--- src/mlfd_pkg.sv ---
// ----------------------------------------------------------------------------
// mlfd_pkg
// Types and constants shared by the frame deframer modules.
// ----------------------------------------------------------------------------
package mlfd_pkg;

    localparam int HEADER_BYTES_DEF = 8;
    localparam int QUEUE_DEPTH      = 2;
    localparam int CFG_IDX_W        = 1;
    localparam int CFG_DATA_W       = 16;

    typedef enum logic [CFG_IDX_W-1:0] {
        CFG_MAGIC_VALUE = 1'b0,
        CFG_MAX_PAYLOAD = 1'b1
    } t_cfg_idx;

    typedef enum logic [1:0] {
        ST_PAYLOAD   = 2'd0,
        ST_EMPTY     = 2'd1,
        ST_BAD_MAGIC = 2'd2,
        ST_TOO_LONG  = 2'd3
    } t_status;

    typedef struct packed {
        t_status     status;
        logic [7:0]  payload_byte;
        logic [15:0] command;
        logic [15:0] frame_flags;
        logic [15:0] payload_length;
        logic        last;
    } t_result;

    typedef struct packed {
        logic    valid;
        t_result data;
    } t_push;

endpackage

--- src/mlfd_in_if.sv ---
// ----------------------------------------------------------------------------
// mlfd_in_if
// Byte stream channel into the deframer.
// ----------------------------------------------------------------------------
interface mlfd_in_if;
    logic       valid;
    logic       ready;
    logic [7:0] data_byte;

    modport source (output valid, output data_byte, input ready);
    modport sink   (input valid, input data_byte, output ready);
endinterface

--- src/mlfd_out_if.sv ---
// ----------------------------------------------------------------------------
// mlfd_out_if
// Result channel out of the deframer.
// ----------------------------------------------------------------------------
interface mlfd_out_if;
    logic        valid;
    logic        ready;
    logic [1:0]  status;
    logic [7:0]  payload_byte;
    logic [15:0] command;
    logic [15:0] frame_flags;
    logic [15:0] payload_length;
    logic        last;

    modport source (output valid, output status, output payload_byte, output command,
                    output frame_flags, output payload_length, output last, input ready);
    modport sink   (input valid, input status, input payload_byte, input command,
                    input frame_flags, input payload_length, input last, output ready);
endinterface

--- src/mlfd_front.sv ---
// ----------------------------------------------------------------------------
// mlfd_front
// Accepts stream bytes, captures the header, checks it and pushes a result into
// the queue for each payload byte, each empty frame and each header error.
// ----------------------------------------------------------------------------
module mlfd_front #(
    parameter int HEADER_BYTES = mlfd_pkg::HEADER_BYTES_DEF
) (
    input  logic                           i_clk,
    input  logic                           i_rst_n,
    mlfd_in_if.sink                        i_in,
    input  logic                           i_cfg_we,
    input  mlfd_pkg::t_cfg_idx             i_cfg_idx,
    input  logic [mlfd_pkg::CFG_DATA_W-1:0] i_cfg_wdata,
    output mlfd_pkg::t_push                o_push,
    input  logic                           i_push_ready
);
    import mlfd_pkg::*;

    localparam int HP_W = $clog2(HEADER_BYTES + 1);
    localparam logic [HP_W-1:0] LAST_POS = HP_W'(HEADER_BYTES - 1);

    logic [HP_W-1:0] r_hdr_pos, n_hdr_pos;
    logic            r_in_payload, n_in_payload;
    logic            r_stopped, n_stopped;
    logic [15:0]     r_pay_cnt, n_pay_cnt;
    logic [15:0]     r_magic, n_magic;
    logic [15:0]     r_length, n_length;
    logic [15:0]     r_command, n_command;
    logic [15:0]     r_flags, n_flags;
    logic [15:0]     r_magic_value;
    logic [15:0]     r_max_payload;
    logic            accept;
    logic            is_last;
    t_push           push;

    assign i_in.ready = r_stopped || i_push_ready;
    assign accept     = i_in.valid && i_in.ready && !r_stopped;
    assign is_last    = ({1'b0, r_pay_cnt} + 17'd1) >= {1'b0, r_length};
    assign o_push     = push;

    always_comb begin
        n_hdr_pos    = r_hdr_pos;
        n_in_payload = r_in_payload;
        n_stopped    = r_stopped;
        n_pay_cnt    = r_pay_cnt;
        n_magic      = r_magic;
        n_length     = r_length;
        n_command    = r_command;
        n_flags      = r_flags;
        push         = '0;
        if (accept) begin
            if (!r_in_payload) begin
                if (r_hdr_pos < HP_W'(2)) begin
                    n_magic = {r_magic[7:0], i_in.data_byte};
                end else if (r_hdr_pos < HP_W'(4)) begin
                    n_length = {r_length[7:0], i_in.data_byte};
                end else if (r_hdr_pos < HP_W'(6)) begin
                    n_command = {r_command[7:0], i_in.data_byte};
                end else if (r_hdr_pos < HP_W'(8)) begin
                    n_flags = {r_flags[7:0], i_in.data_byte};
                end
                push.data.command        = n_command;
                push.data.frame_flags    = n_flags;
                push.data.payload_length = n_length;
                push.data.last           = 1'b1;
                push.data.payload_byte   = 8'd0;
                if (r_hdr_pos != LAST_POS) begin
                    n_hdr_pos = r_hdr_pos + HP_W'(1);
                end else begin
                    n_hdr_pos = '0;
                    if (n_magic != r_magic_value) begin
                        n_stopped        = 1'b1;
                        push.valid       = 1'b1;
                        push.data.status = ST_BAD_MAGIC;
                    end else if (n_length > r_max_payload) begin
                        n_stopped        = 1'b1;
                        push.valid       = 1'b1;
                        push.data.status = ST_TOO_LONG;
                    end else if (n_length == 16'd0) begin
                        push.valid       = 1'b1;
                        push.data.status = ST_EMPTY;
                    end else begin
                        n_in_payload = 1'b1;
                        n_pay_cnt    = 16'd0;
                    end
                end
            end else begin
                push.valid               = 1'b1;
                push.data.status         = ST_PAYLOAD;
                push.data.payload_byte   = i_in.data_byte;
                push.data.command        = r_command;
                push.data.frame_flags    = r_flags;
                push.data.payload_length = r_length;
                push.data.last           = is_last;
                if (is_last) begin
                    n_in_payload = 1'b0;
                end
                n_pay_cnt = r_pay_cnt + 16'd1;
            end
        end
    end

    always_ff @(posedge i_clk) begin
        if (!i_rst_n) begin
            r_hdr_pos     <= '0;
            r_in_payload  <= 1'b0;
            r_stopped     <= 1'b0;
            r_pay_cnt     <= '0;
            r_magic       <= '0;
            r_length      <= '0;
            r_command     <= '0;
            r_flags       <= '0;
            r_magic_value <= '0;
            r_max_payload <= 16'hFFFF;
        end else begin
            r_hdr_pos    <= n_hdr_pos;
            r_in_payload <= n_in_payload;
            r_stopped    <= n_stopped;
            r_pay_cnt    <= n_pay_cnt;
            r_magic      <= n_magic;
            r_length     <= n_length;
            r_command    <= n_command;
            r_flags      <= n_flags;
            if (i_cfg_we) begin
                case (i_cfg_idx)
                    CFG_MAGIC_VALUE: r_magic_value <= i_cfg_wdata;
                    CFG_MAX_PAYLOAD: r_max_payload <= i_cfg_wdata;
                    default: ;
                endcase
            end
        end
    end

endmodule

--- src/mlfd_queue.sv ---
// ----------------------------------------------------------------------------
// mlfd_queue
// Short result queue between the front and back sides.
// ----------------------------------------------------------------------------
module mlfd_queue (
    input  logic              i_clk,
    input  logic              i_rst_n,
    input  mlfd_pkg::t_push   i_push,
    output logic              o_ready,
    output logic              o_valid,
    output mlfd_pkg::t_result o_data,
    input  logic              i_pop
);
    import mlfd_pkg::*;

    localparam int QP_W = $clog2(QUEUE_DEPTH);
    localparam int QC_W = $clog2(QUEUE_DEPTH + 1);

    t_result         r_mem [QUEUE_DEPTH];
    logic [QP_W-1:0] r_wr_ptr;
    logic [QP_W-1:0] r_rd_ptr;
    logic [QC_W-1:0] r_count, n_count;
    logic            do_push;
    logic            do_pop;

    assign o_ready = r_count != QC_W'(QUEUE_DEPTH);
    assign o_valid = r_count != '0;
    assign o_data  = r_mem[r_rd_ptr];
    assign do_push = i_push.valid && o_ready;
    assign do_pop  = i_pop && o_valid;

    always_comb begin
        n_count = r_count;
        if (do_push && !do_pop) begin
            n_count = r_count + QC_W'(1);
        end else if (!do_push && do_pop) begin
            n_count = r_count - QC_W'(1);
        end
    end

    always_ff @(posedge i_clk) begin
        if (do_push) begin
            r_mem[r_wr_ptr] <= i_push.data;
        end
    end

    always_ff @(posedge i_clk) begin
        if (!i_rst_n) begin
            r_wr_ptr <= '0;
            r_rd_ptr <= '0;
            r_count  <= '0;
        end else begin
            r_count <= n_count;
            if (do_push) begin
                r_wr_ptr <= r_wr_ptr + QP_W'(1);
            end
            if (do_pop) begin
                r_rd_ptr <= r_rd_ptr + QP_W'(1);
            end
        end
    end

endmodule

--- src/mlfd_back.sv ---
// ----------------------------------------------------------------------------
// mlfd_back
// Output register: takes results from the queue and presents them on the
// result channel.
// ----------------------------------------------------------------------------
module mlfd_back (
    input  logic              i_clk,
    input  logic              i_rst_n,
    input  logic              i_valid,
    input  mlfd_pkg::t_result i_data,
    output logic              o_pop,
    mlfd_out_if.source        o_out
);
    import mlfd_pkg::*;

    logic    r_valid;
    t_result r_data;

    assign o_pop = i_valid && (!r_valid || o_out.ready);

    assign o_out.valid          = r_valid;
    assign o_out.status         = r_data.status;
    assign o_out.payload_byte   = r_data.payload_byte;
    assign o_out.command        = r_data.command;
    assign o_out.frame_flags    = r_data.frame_flags;
    assign o_out.payload_length = r_data.payload_length;
    assign o_out.last           = r_data.last;

    always_ff @(posedge i_clk) begin
        if (o_pop) begin
            r_data <= i_data;
        end
    end

    always_ff @(posedge i_clk) begin
        if (!i_rst_n) begin
            r_valid <= 1'b0;
        end else if (o_pop) begin
            r_valid <= 1'b1;
        end else if (o_out.ready) begin
            r_valid <= 1'b0;
        end
    end

endmodule

--- src/magic_length_frame_deframer.sv ---
// ----------------------------------------------------------------------------
// magic_length_frame_deframer
// Splits a byte stream into length-prefixed frames, checks magic and length,
// and emits payload bytes, empty-frame and error results tagged with the header words.
// ----------------------------------------------------------------------------
// Usage:
//   i_in carries one stream byte per item; o_out carries one result per
//   payload byte, one per empty frame and one on a header error.
//   Header words are big-endian: magic, length, command, flags; header bytes
//   past the eighth are skipped.
//   The config port writes magic_value (index 0) and max_payload (index 1);
//   write only while the block is idle.
//   Throughput: one byte per cycle while the queue has room.
//   A result reaches o_out through the queue, written when its byte is
//   taken, and then the output register.
//   A stalled receiver fills the two-entry queue and the output register;
//   i_in.ready drops once the queue is full.
//   After a header error the block takes and drops every byte until reset.
//   Reset clears the parser, the queue, the output and the registers
//   (magic_value 0, max_payload 65535).
// ----------------------------------------------------------------------------
module magic_length_frame_deframer #(
    parameter int HEADER_BYTES = mlfd_pkg::HEADER_BYTES_DEF
) (
    input  logic                            i_clk,
    input  logic                            i_rst_n,
    mlfd_in_if.sink                         i_in,
    mlfd_out_if.source                      o_out,
    input  logic                            i_cfg_we,
    input  mlfd_pkg::t_cfg_idx              i_cfg_idx,
    input  logic [mlfd_pkg::CFG_DATA_W-1:0] i_cfg_wdata
);
    import mlfd_pkg::*;

    t_push   push;
    logic    push_ready;
    logic    q_valid;
    t_result q_data;
    logic    pop;

    mlfd_front #(
        .HEADER_BYTES(HEADER_BYTES)
    ) u_front (
        .i_clk       (i_clk),
        .i_rst_n     (i_rst_n),
        .i_in        (i_in),
        .i_cfg_we    (i_cfg_we),
        .i_cfg_idx   (i_cfg_idx),
        .i_cfg_wdata (i_cfg_wdata),
        .o_push      (push),
        .i_push_ready(push_ready)
    );

    mlfd_queue u_queue (
        .i_clk  (i_clk),
        .i_rst_n(i_rst_n),
        .i_push (push),
        .o_ready(push_ready),
        .o_valid(q_valid),
        .o_data (q_data),
        .i_pop  (pop)
    );

    mlfd_back u_back (
        .i_clk  (i_clk),
        .i_rst_n(i_rst_n),
        .i_valid(q_valid),
        .i_data (q_data),
        .o_pop  (pop),
        .o_out  (o_out)
    );

endmodule

--- src/flat_wrapper.sv ---
// flat-port wrapper written by rule: the top's interface ports become plain ports
module magic_length_frame_deframer_flat import mlfd_pkg::*;
#(
    parameter int HEADER_BYTES = mlfd_pkg::HEADER_BYTES_DEF
)
  (i_clk, i_rst_n, i_cfg_we, i_cfg_idx, i_cfg_wdata, i_in_valid, i_in_data_byte, i_in_ready, o_out_valid, o_out_status, o_out_payload_byte, o_out_command, o_out_frame_flags, o_out_payload_length, o_out_last, o_out_ready);
  mlfd_in_if i_in_i ();
  mlfd_out_if o_out_i ();
  input  logic i_clk;
  input  logic i_rst_n;
  input  logic i_cfg_we;
  input  mlfd_pkg::t_cfg_idx i_cfg_idx;
  input  logic [mlfd_pkg::CFG_DATA_W-1:0] i_cfg_wdata;
  input wire logic [$bits(i_in_i.valid)-1:0] i_in_valid;
  input wire logic [$bits(i_in_i.data_byte)-1:0] i_in_data_byte;
  output wire logic [$bits(i_in_i.ready)-1:0] i_in_ready;
  output wire logic [$bits(o_out_i.valid)-1:0] o_out_valid;
  output wire logic [$bits(o_out_i.status)-1:0] o_out_status;
  output wire logic [$bits(o_out_i.payload_byte)-1:0] o_out_payload_byte;
  output wire logic [$bits(o_out_i.command)-1:0] o_out_command;
  output wire logic [$bits(o_out_i.frame_flags)-1:0] o_out_frame_flags;
  output wire logic [$bits(o_out_i.payload_length)-1:0] o_out_payload_length;
  output wire logic [$bits(o_out_i.last)-1:0] o_out_last;
  input wire logic [$bits(o_out_i.ready)-1:0] o_out_ready;
  assign i_in_i.valid = i_in_valid;
  assign i_in_i.data_byte = i_in_data_byte;
  assign i_in_ready = i_in_i.ready;
  assign o_out_valid = o_out_i.valid;
  assign o_out_status = o_out_i.status;
  assign o_out_payload_byte = o_out_i.payload_byte;
  assign o_out_command = o_out_i.command;
  assign o_out_frame_flags = o_out_i.frame_flags;
  assign o_out_payload_length = o_out_i.payload_length;
  assign o_out_last = o_out_i.last;
  assign o_out_i.ready = o_out_ready;
  magic_length_frame_deframer #(.HEADER_BYTES(HEADER_BYTES)) u_core (.i_clk(i_clk), .i_rst_n(i_rst_n), .i_in(i_in_i), .o_out(o_out_i), .i_cfg_we(i_cfg_we), .i_cfg_idx(i_cfg_idx), .i_cfg_wdata(i_cfg_wdata));
endmodule
--- config.mk ---
export PLATFORM = sky130hd
export DESIGN_NAME = magic_length_frame_deframer_flat
export DESIGN_NICKNAME = d
export VERILOG_FILES = /design/src/mlfd_pkg.sv /design/src/mlfd_in_if.sv /design/src/mlfd_out_if.sv /design/src/mlfd_front.sv /design/src/mlfd_queue.sv /design/src/mlfd_back.sv /design/src/magic_length_frame_deframer.sv /design/src/flat_wrapper.sv
export SDC_FILE = /design/constraint.sdc
export NUM_CORES = 1
export LEC_CHECK = 0
export BUFFER_PORTS_ARGS = -buffer_cell sky130_fd_sc_hd__buf_2
export CORE_AREA = 2 2 159 146
export CTS_CLUSTER_DIAMETER = 50
export CTS_CLUSTER_SIZE = 40
export DETAILED_ROUTE_END_ITERATION = 6
export DIE_AREA = 0 0 161 148
export GPL_ROUTABILITY_DRIVEN = 0
export PLACE_DENSITY = 0.86
export SLEW_MARGIN = 20
export SYNTH_ARGS = -nofsm -noshare
export SYNTH_HDL_FRONTEND = slang
export SYNTH_SLANG_ARGS = --single-unit
--- constraint.sdc ---
create_clock -name i_clk -period 9.3 [get_ports i_clk]
set_input_delay 2.325 -clock i_clk [delete_from_list [all_inputs] [get_ports i_clk]]
set_output_delay 2.325 -clock i_clk [all_outputs]
set_load 0.02 [all_outputs]
Yosys cells after proc, flatten, opt, wreduce, memory -nomap -nowiden
Memories as Yosys holds them, arrays and structs flattened. A register that Yosys moved wholly into a read port is not among the register bits.
Index checks and enable logic that the tools add are counted.
{"block": "totals", "register_bits": 123, "mem_bits_rw": 118, "input_bits": 30, "output_inout_bits": 61, "wordCells": 101, "mem_count": 1}
{"block": "classes", "add_sub_neg": 7, "magnitude_cmp": 6, "eq_ne": 7, "mux": 40, "bitwise": 3, "reduce_logical": 23}
{"memory": "u_core.u_queue.r_mem", "words": 2, "word_bits": 59, "rd": 1, "rd_clocked_by_memory_dff": 1, "write_ports": 1, "line_no": "mlfd_queue.sv:19", "text": "t_result r_mem [QUEUE_DEPTH];"}
{"op": "2-to-1 mux 16 bit", "n": 19}
{"op": "2-to-1 mux 60 bit", "n": 2}
{"op": "adder 16 x 1 -> 17 bit (second input constant)", "n": 1}
{"op": ">= comparator 17 x 16 -> 1 bit", "n": 1}
{"op": "adder 16 x 1 -> 16 bit (second input constant)", "n": 1}
{"op": "greater-than comparator 16 bit", "n": 1}
{"op": "zero test 16 bit", "n": 1}
{"op": "!= test 16 bit", "n": 1}
{"op": "2-to-1 mux 1 bit", "n": 12}
{"op": "2-to-1 mux 3 bit", "n": 4}
{"op": "!= test 2 bit (second input constant)", "n": 5}
{"op": "< comparator 4 x 3 -> 1 bit (second input constant)", "n": 2}
{"op": "nonzero test 2 bit", "n": 4}
{"op": "logical AND 1 bit", "n": 7}
{"op": "AND reduction 2 bit", "n": 3}
{"op": "AND reduction 5 bit", "n": 1}
{"op": "adder 4 x 1 -> 4 bit (second input constant)", "n": 1}
{"op": "zero test 1 bit", "n": 4}
{"op": "< comparator 4 x 2 -> 1 bit (second input constant)", "n": 1}
{"op": "< comparator 4 bit (second input constant)", "n": 1}
{"op": "2-to-1 mux 2 bit", "n": 2}
{"op": "2-to-1 mux 4 bit", "n": 1}
{"op": "!= test 4 x 3 -> 1 bit (second input constant)", "n": 1}
{"op": "AND reduction 4 bit", "n": 1}
{"op": "other kinds (5)", "n": 9}

Longest topological paths before layout
{"block": "logic_depth", "ltp_word": 17, "mapped_depth": 18, "mapped_depth_nobuf": 16}

Cells and area by module
From an unflattened synthesis, not the netlist that was laid out.
{"block": "hier_totals", "cells_unflattened": 1257, "area_unflattened_um2": 13526.7}
{"module": "mlfd_front", "n_inst": 1, "cells_each": 986, "area_per_inst_um2": 7171.9}
{"module": "mlfd_queue", "n_inst": 1, "cells_each": 208, "area_per_inst_um2": 4535.6}
{"module": "mlfd_back", "n_inst": 1, "cells_each": 63, "area_per_inst_um2": 1819.2}

Least setup slack after synthesis
Ideal clock, no wire load.
{"block": "synth_path", "kind": "in2reg", "startpoint": "in i_in_data_byte[7]", "endpoint": "mem u_core.u_queue.r_mem[0][0] (netlist bit), enable pin", "setup_ns": 0.495, "arrival_time_ns": 7.093, "slack_ns": 1.711, "cell_stages": 11, "path_buffers": 1, "cell_sequence": "clkbuf_1 -> a21oi_1 -> inv_1 -> ha_1 -> nand4_1 -> or3_1 -> a21oi_1 -> nor4b_1 -> o21ai_1 -> o21ai_0 -> a21oi_1"}
{"block": "synth_between", "elab_chain_cells": 14}
{"item": "from (decl)", "line_no": "flat_wrapper.sv:15", "text": "input wire logic [$bits(i_in_i.data_byte)-1:0] i_in_data_byte;"}
{"item": "parallel branches: the longest is 7 deep, another holds greater-than comparator 16 bit"}
{"item": "2-to-1 mux 3 bit (*)", "line_no": "mlfd_front.sv:72", "text": "if (n_magic != r_magic_value) begin"}
{"item": "2-to-1 mux 3 bit (*)", "line_no": "mlfd_front.sv:68", "text": "if (r_hdr_pos != LAST_POS) begin"}
{"item": "2-to-1 mux 60 bit (*)", "line_no": "mlfd_front.sv:53", "text": "if (!r_in_payload) begin"}
{"item": "2-to-1 mux 60 bit (*)", "line_no": "mlfd_front.sv:52", "text": "if (accept) begin"}
{"item": "logical AND 1 bit (*)", "line_no": "mlfd_queue.sv:29", "text": "assign do_push = i_push.valid && o_ready;"}
{"item": "2-to-1 mux 1 bit (*)", "line_no": "mlfd_queue.sv:42", "text": "if (do_push) begin"}
{"item": "2-to-1 mux 1 bit (implied by the code) (*)", "line_no": "mlfd_queue.sv:43", "text": "r_mem[r_wr_ptr] <= i_push.data;"}
{"item": "to (decl)", "line_no": "mlfd_queue.sv:19"}
Every way passes the cells marked *. The select of a mux whose other input is x is not followed.

Worst setup path after layout
{"block": "layout_path", "startpoint": "in i_in_data_byte[7]", "endpoint": "mem u_core.u_queue.r_mem[1][13] (netlist bit), enable pin"}
Same word-level chain as after synthesis.

==> results.sh <==
export IMPL_finalCritPeriodShare_pct=62.3
export IMPL_ys_seq_elements=300
export IMPL_post_cts_repair_setup_buffers=0
export IMPL_ys_seq_area_share_pct=59.4
export IMPL_highest_count_cells_in_the_layout_ignoring_fill_and_taps="nand2_1, edfxtp_1, a21oi_1"
export IMPL_cell_area_synth_sq_um=13100
export IMPL_use_met2_pct=39.4
export IMPL_period_minus_slack_ps=5790
export IMPL_drt_antenna_violating_nets=0
export IMPL_synth_lib_cells_used_distinct=59
export IMPL_floorplan_die_height_microns=148
export IMPL_buffer_ports_inserted=90
export IMPL_timing_hold_worst_class="reg2reg"
export IMPL_grtUsageMet1_pct=31.2
export IMPL_starting_density_pct=59.2
export IMPL_layout_nets=1339
export IMPL_grt_pass1_wl_microns=45100
export IMPL_crit_reg2reg_capture="u_core.u_queue.r_mem[1][13]$_DFFE_PP_"
export IMPL_fp_dieArea_sq_um=23800
export IMPL_hold_end="u_core.u_front.r_flags[14]$_SDFFE_PN0P_"
export IMPL_async_reset_ff_share_pct=0
export IMPL_report_final_setup_viol=0
export IMPL_regMostFlops="u_core.u_queue.r_mem"
export IMPL_crit_path_arrival_time_ps=5960
export IMPL_worst_slew_margin_rel_pct=26.8
export IMPL_yosys_warnings=0
export IMPL_slew_viol_final=0
export IMPL_drt_iter0_markers=954
export IMPL_worst_endpoint_required_ps=9470
export IMPL_worst_pin_slew_ps=1100
export IMPL_cts_hold_fix_buffers=0
export IMPL_syn_area_per_cell_sq_um=10.8
export IMPL_area_sequential_sq_um=7780
export IMPL_fmax_mhz=173
export IMPL_die_w_microns=161
export IMPL_status="complete, no violations"
export IMPL_via_per_inst=5.86
export IMPL_worstSetupStartpointType="input port"
export IMPL_wl_per_cell_microns=17.6
export IMPL_grtUsageMet3_pct=3.87
export IMPL_finalHoldViolations=0
export IMPL_drive_above_1_share_pct=17.3
export IMPL_cts_repair_resized=0
export IMPL_synth_top_flop_cell="edfxtp_1"
export IMPL_powerDensity_nw_per_um2=250
export IMPL_static_leakage_power_uw=0.00551
export IMPL_placed_cells=1543
export IMPL_multiInputGateArea_sq_um=4770
export IMPL_clock_skew_ps=35.1
export IMPL_min_delay_start="u_core.u_front.r_flags[14]$_SDFFE_PN0P_"
export IMPL_worst_path_max_fanout=36
export IMPL_core_area_sq_um=22100
export IMPL_tritoncts_num_sinks=300
export IMPL_route_vias_total=9319
export IMPL_setup_worst_path_class="in2reg"
export IMPL_antenna_cells=0
export IMPL_final_total_pwr_uw=3680
export IMPL_antenna_found_initial=0
export IMPL_syn_inst=1218
export IMPL_post_layout_nonfiller_instances=1591
export IMPL_final_common_cell="nand2_1"
export IMPL_area_growth_pct=12.3
export IMPL_finalWirelength_microns=28100
export IMPL_top_usage_layer_grt="met2"
export IMPL_timing_hold_worst_path_depth=2
export IMPL_cts_tree="yes"
export IMPL_clk_path_buf_depth=3
export IMPL_hpwl_microns=18500
export IMPL_cts_buffers_inserted=26
export IMPL_clk_transition_reported_paths_ps=90
export IMPL_finalSetupTns_ps=0
export IMPL_number_of_flops_mapped_to_enable_cells_by_yosys=177
export IMPL_cts_root_buf="clkbuf_16"
export IMPL_grt_setup_unrepaired="false"
export IMPL_grt_overflow_total=0
export IMPL_post_route_util_pct=66.5
export IMPL_fp_row_count=52
export IMPL_grt_total_usage_pct=23.5
export IMPL_detail_route_first_pass_iterations=7
export IMPL_reg2reg_depth=14
export IMPL_htree_levels=1
export IMPL_reg2reg_from="u_core.u_front.r_hdr_pos[1]$_SDFFE_PN0P_"
export IMPL_worst_r2r_setup_slack_ps=4010
export IMPL_ir_worst_vdd_mv=0.182
export IMPL_final_fill_count=1598
export IMPL_end_kind="flop"
export IMPL_worstSkewPairLatency_ps=550
export IMPL_grt_pass1_vias=8942
export IMPL_pin_count_of_the_biggest_net_entering_global_routing=94
export IMPL_largest_register_ffs=118
export IMPL_max_cap_viol_count=0
export IMPL_pin_count=91
export IMPL_syn_num_nets=1283
export IMPL_drt_drc_violations_left=0
## kinds of logic after synthesis
logic type	Yosys count	synth area share, %
simple gates	398	13.4
flops	300	59.4
compound gates	221	10.2
buf+inv	146	4.44
mux	82	6.84
xor+xnor	36	2.41
fa+ha+maj	35	3.34
## through the flow
stage          instance area, sq um  setup slack (ps)  hold slack [ps]
2_1_floorplan                 13100              1710              436
3_3_place_gp                  13700              3060              442
3_5_place_dp                  13700              2980              448
4_1_cts                       14700              3530              460
5_1_grt                       14700              3250              483
6_report                      14700              3510              459
## area by class of cell
| class | count | area share (%) |
|---|---|---|
| clock inverter | 21 | 2.08 |
| sequential | 300 | 52.9 |
| inverter | 73 | 1.86 |
| clock buffer | 27 | 4.59 |
| timing repair buffer | 101 | 3.62 |
| multi-input combinational | 772 | 32.4 |
| tap | 297 | 2.53 |
## worst max-delay path, cell delays in order
cell     delay, ps
buf_2          190
a21oi_1        250
inv_1           80
ha_1           320
nand4_1        130
or3_1          320
a21oi_1        130
nor4b_1         90
o21ai_1        390
o21ai_0        370
a21oi_4        770
buf_4          540
## worst max-delay path by stage
stage                                 start                                    end  slack, ps  cells past startpoint
final                     i_in_data_byte[7]  u_core.u_queue.r_mem[1][13]$_DFFE_PP_       3510                     12
after global routing      i_in_data_byte[7]  u_core.u_queue.r_mem[1][13]$_DFFE_PP_       3250                     12
after CTS                 i_in_data_byte[7]  u_core.u_queue.r_mem[0][14]$_DFFE_PP_       3530                     12
after detailed placement  i_in_data_byte[7]  u_core.u_queue.r_mem[0][14]$_DFFE_PP_       2980                     12
after floorplan           i_in_data_byte[7]   u_core.u_queue.r_mem[0][0]$_DFFE_PP_       1710                     11
after global placement    i_in_data_byte[7]  u_core.u_queue.r_mem[1][13]$_DFFE_PP_       3060                     12
## power by group
group / switching (uW) / leakage (uW) / total (uW) / internal [uW]
Combinational: 517 / 0.00239 / 807 / 290
Sequential: 83.9 / 0.00264 / 1690 / 1600
Clock: 589 / 0.000475 / 1180 / 596
## synth_stat cells, types with 2 or more instances
master | instances | area (sq um)
o211ai_1 | 23 | 173
nor2_1 | 99 | 372
or3_1 | 9 | 56.3
mux2i_1 | 22 | 220
and2_1 | 3 | 18.8
nand4_1 | 11 | 68.8
a211oi_1 | 24 | 180
o21ai_1 | 5 | 25.0
buf_6 | 3 | 33.8
a21oi_1 | 128 | 641
a31oi_1 | 2 | 12.5
a21o_1 | 5 | 37.5
clkbuf_1 | 58 | 218
buf_2 | 6 | 30.0
and3_1 | 13 | 81.3
a2111oi_0 | 2 | 17.5
a222oi_1 | 2 | 20.0
xor2_1 | 19 | 166
edfxtp_1 | 177 | 5320
ha_1 | 35 | 438
o22ai_1 | 2 | 12.5
dfxtp_1 | 123 | 2460
buf_1 | 5 | 18.8
nor3_1 | 9 | 45.0
o21a_1 | 2 | 15.0
nand2b_1 | 4 | 25.0
nand3_1 | 20 | 100
nor2b_1 | 11 | 68.8
nand2_1 | 200 | 751
a221oi_1 | 2 | 17.5
inv_1 | 72 | 270
o221ai_1 | 2 | 17.5
mux2_2 | 60 | 676
xnor2_1 | 17 | 149
nor4_1 | 9 | 56.3
o21ai_0 | 10 | 50.1
nor3_4 | 2 | 32.5
## metal layers
| layer | up-vias | routed length [microns] |
|---|---|---|
| met2 | 402 | 13600 |
| met5 | - | 0 |
| met1 | 4433 | 11600 |
| met4 | 0 | 873 |
| li1 | 4400 | - |
| met3 | 84 | 1960 |
(Power assumes the default switching activity.)
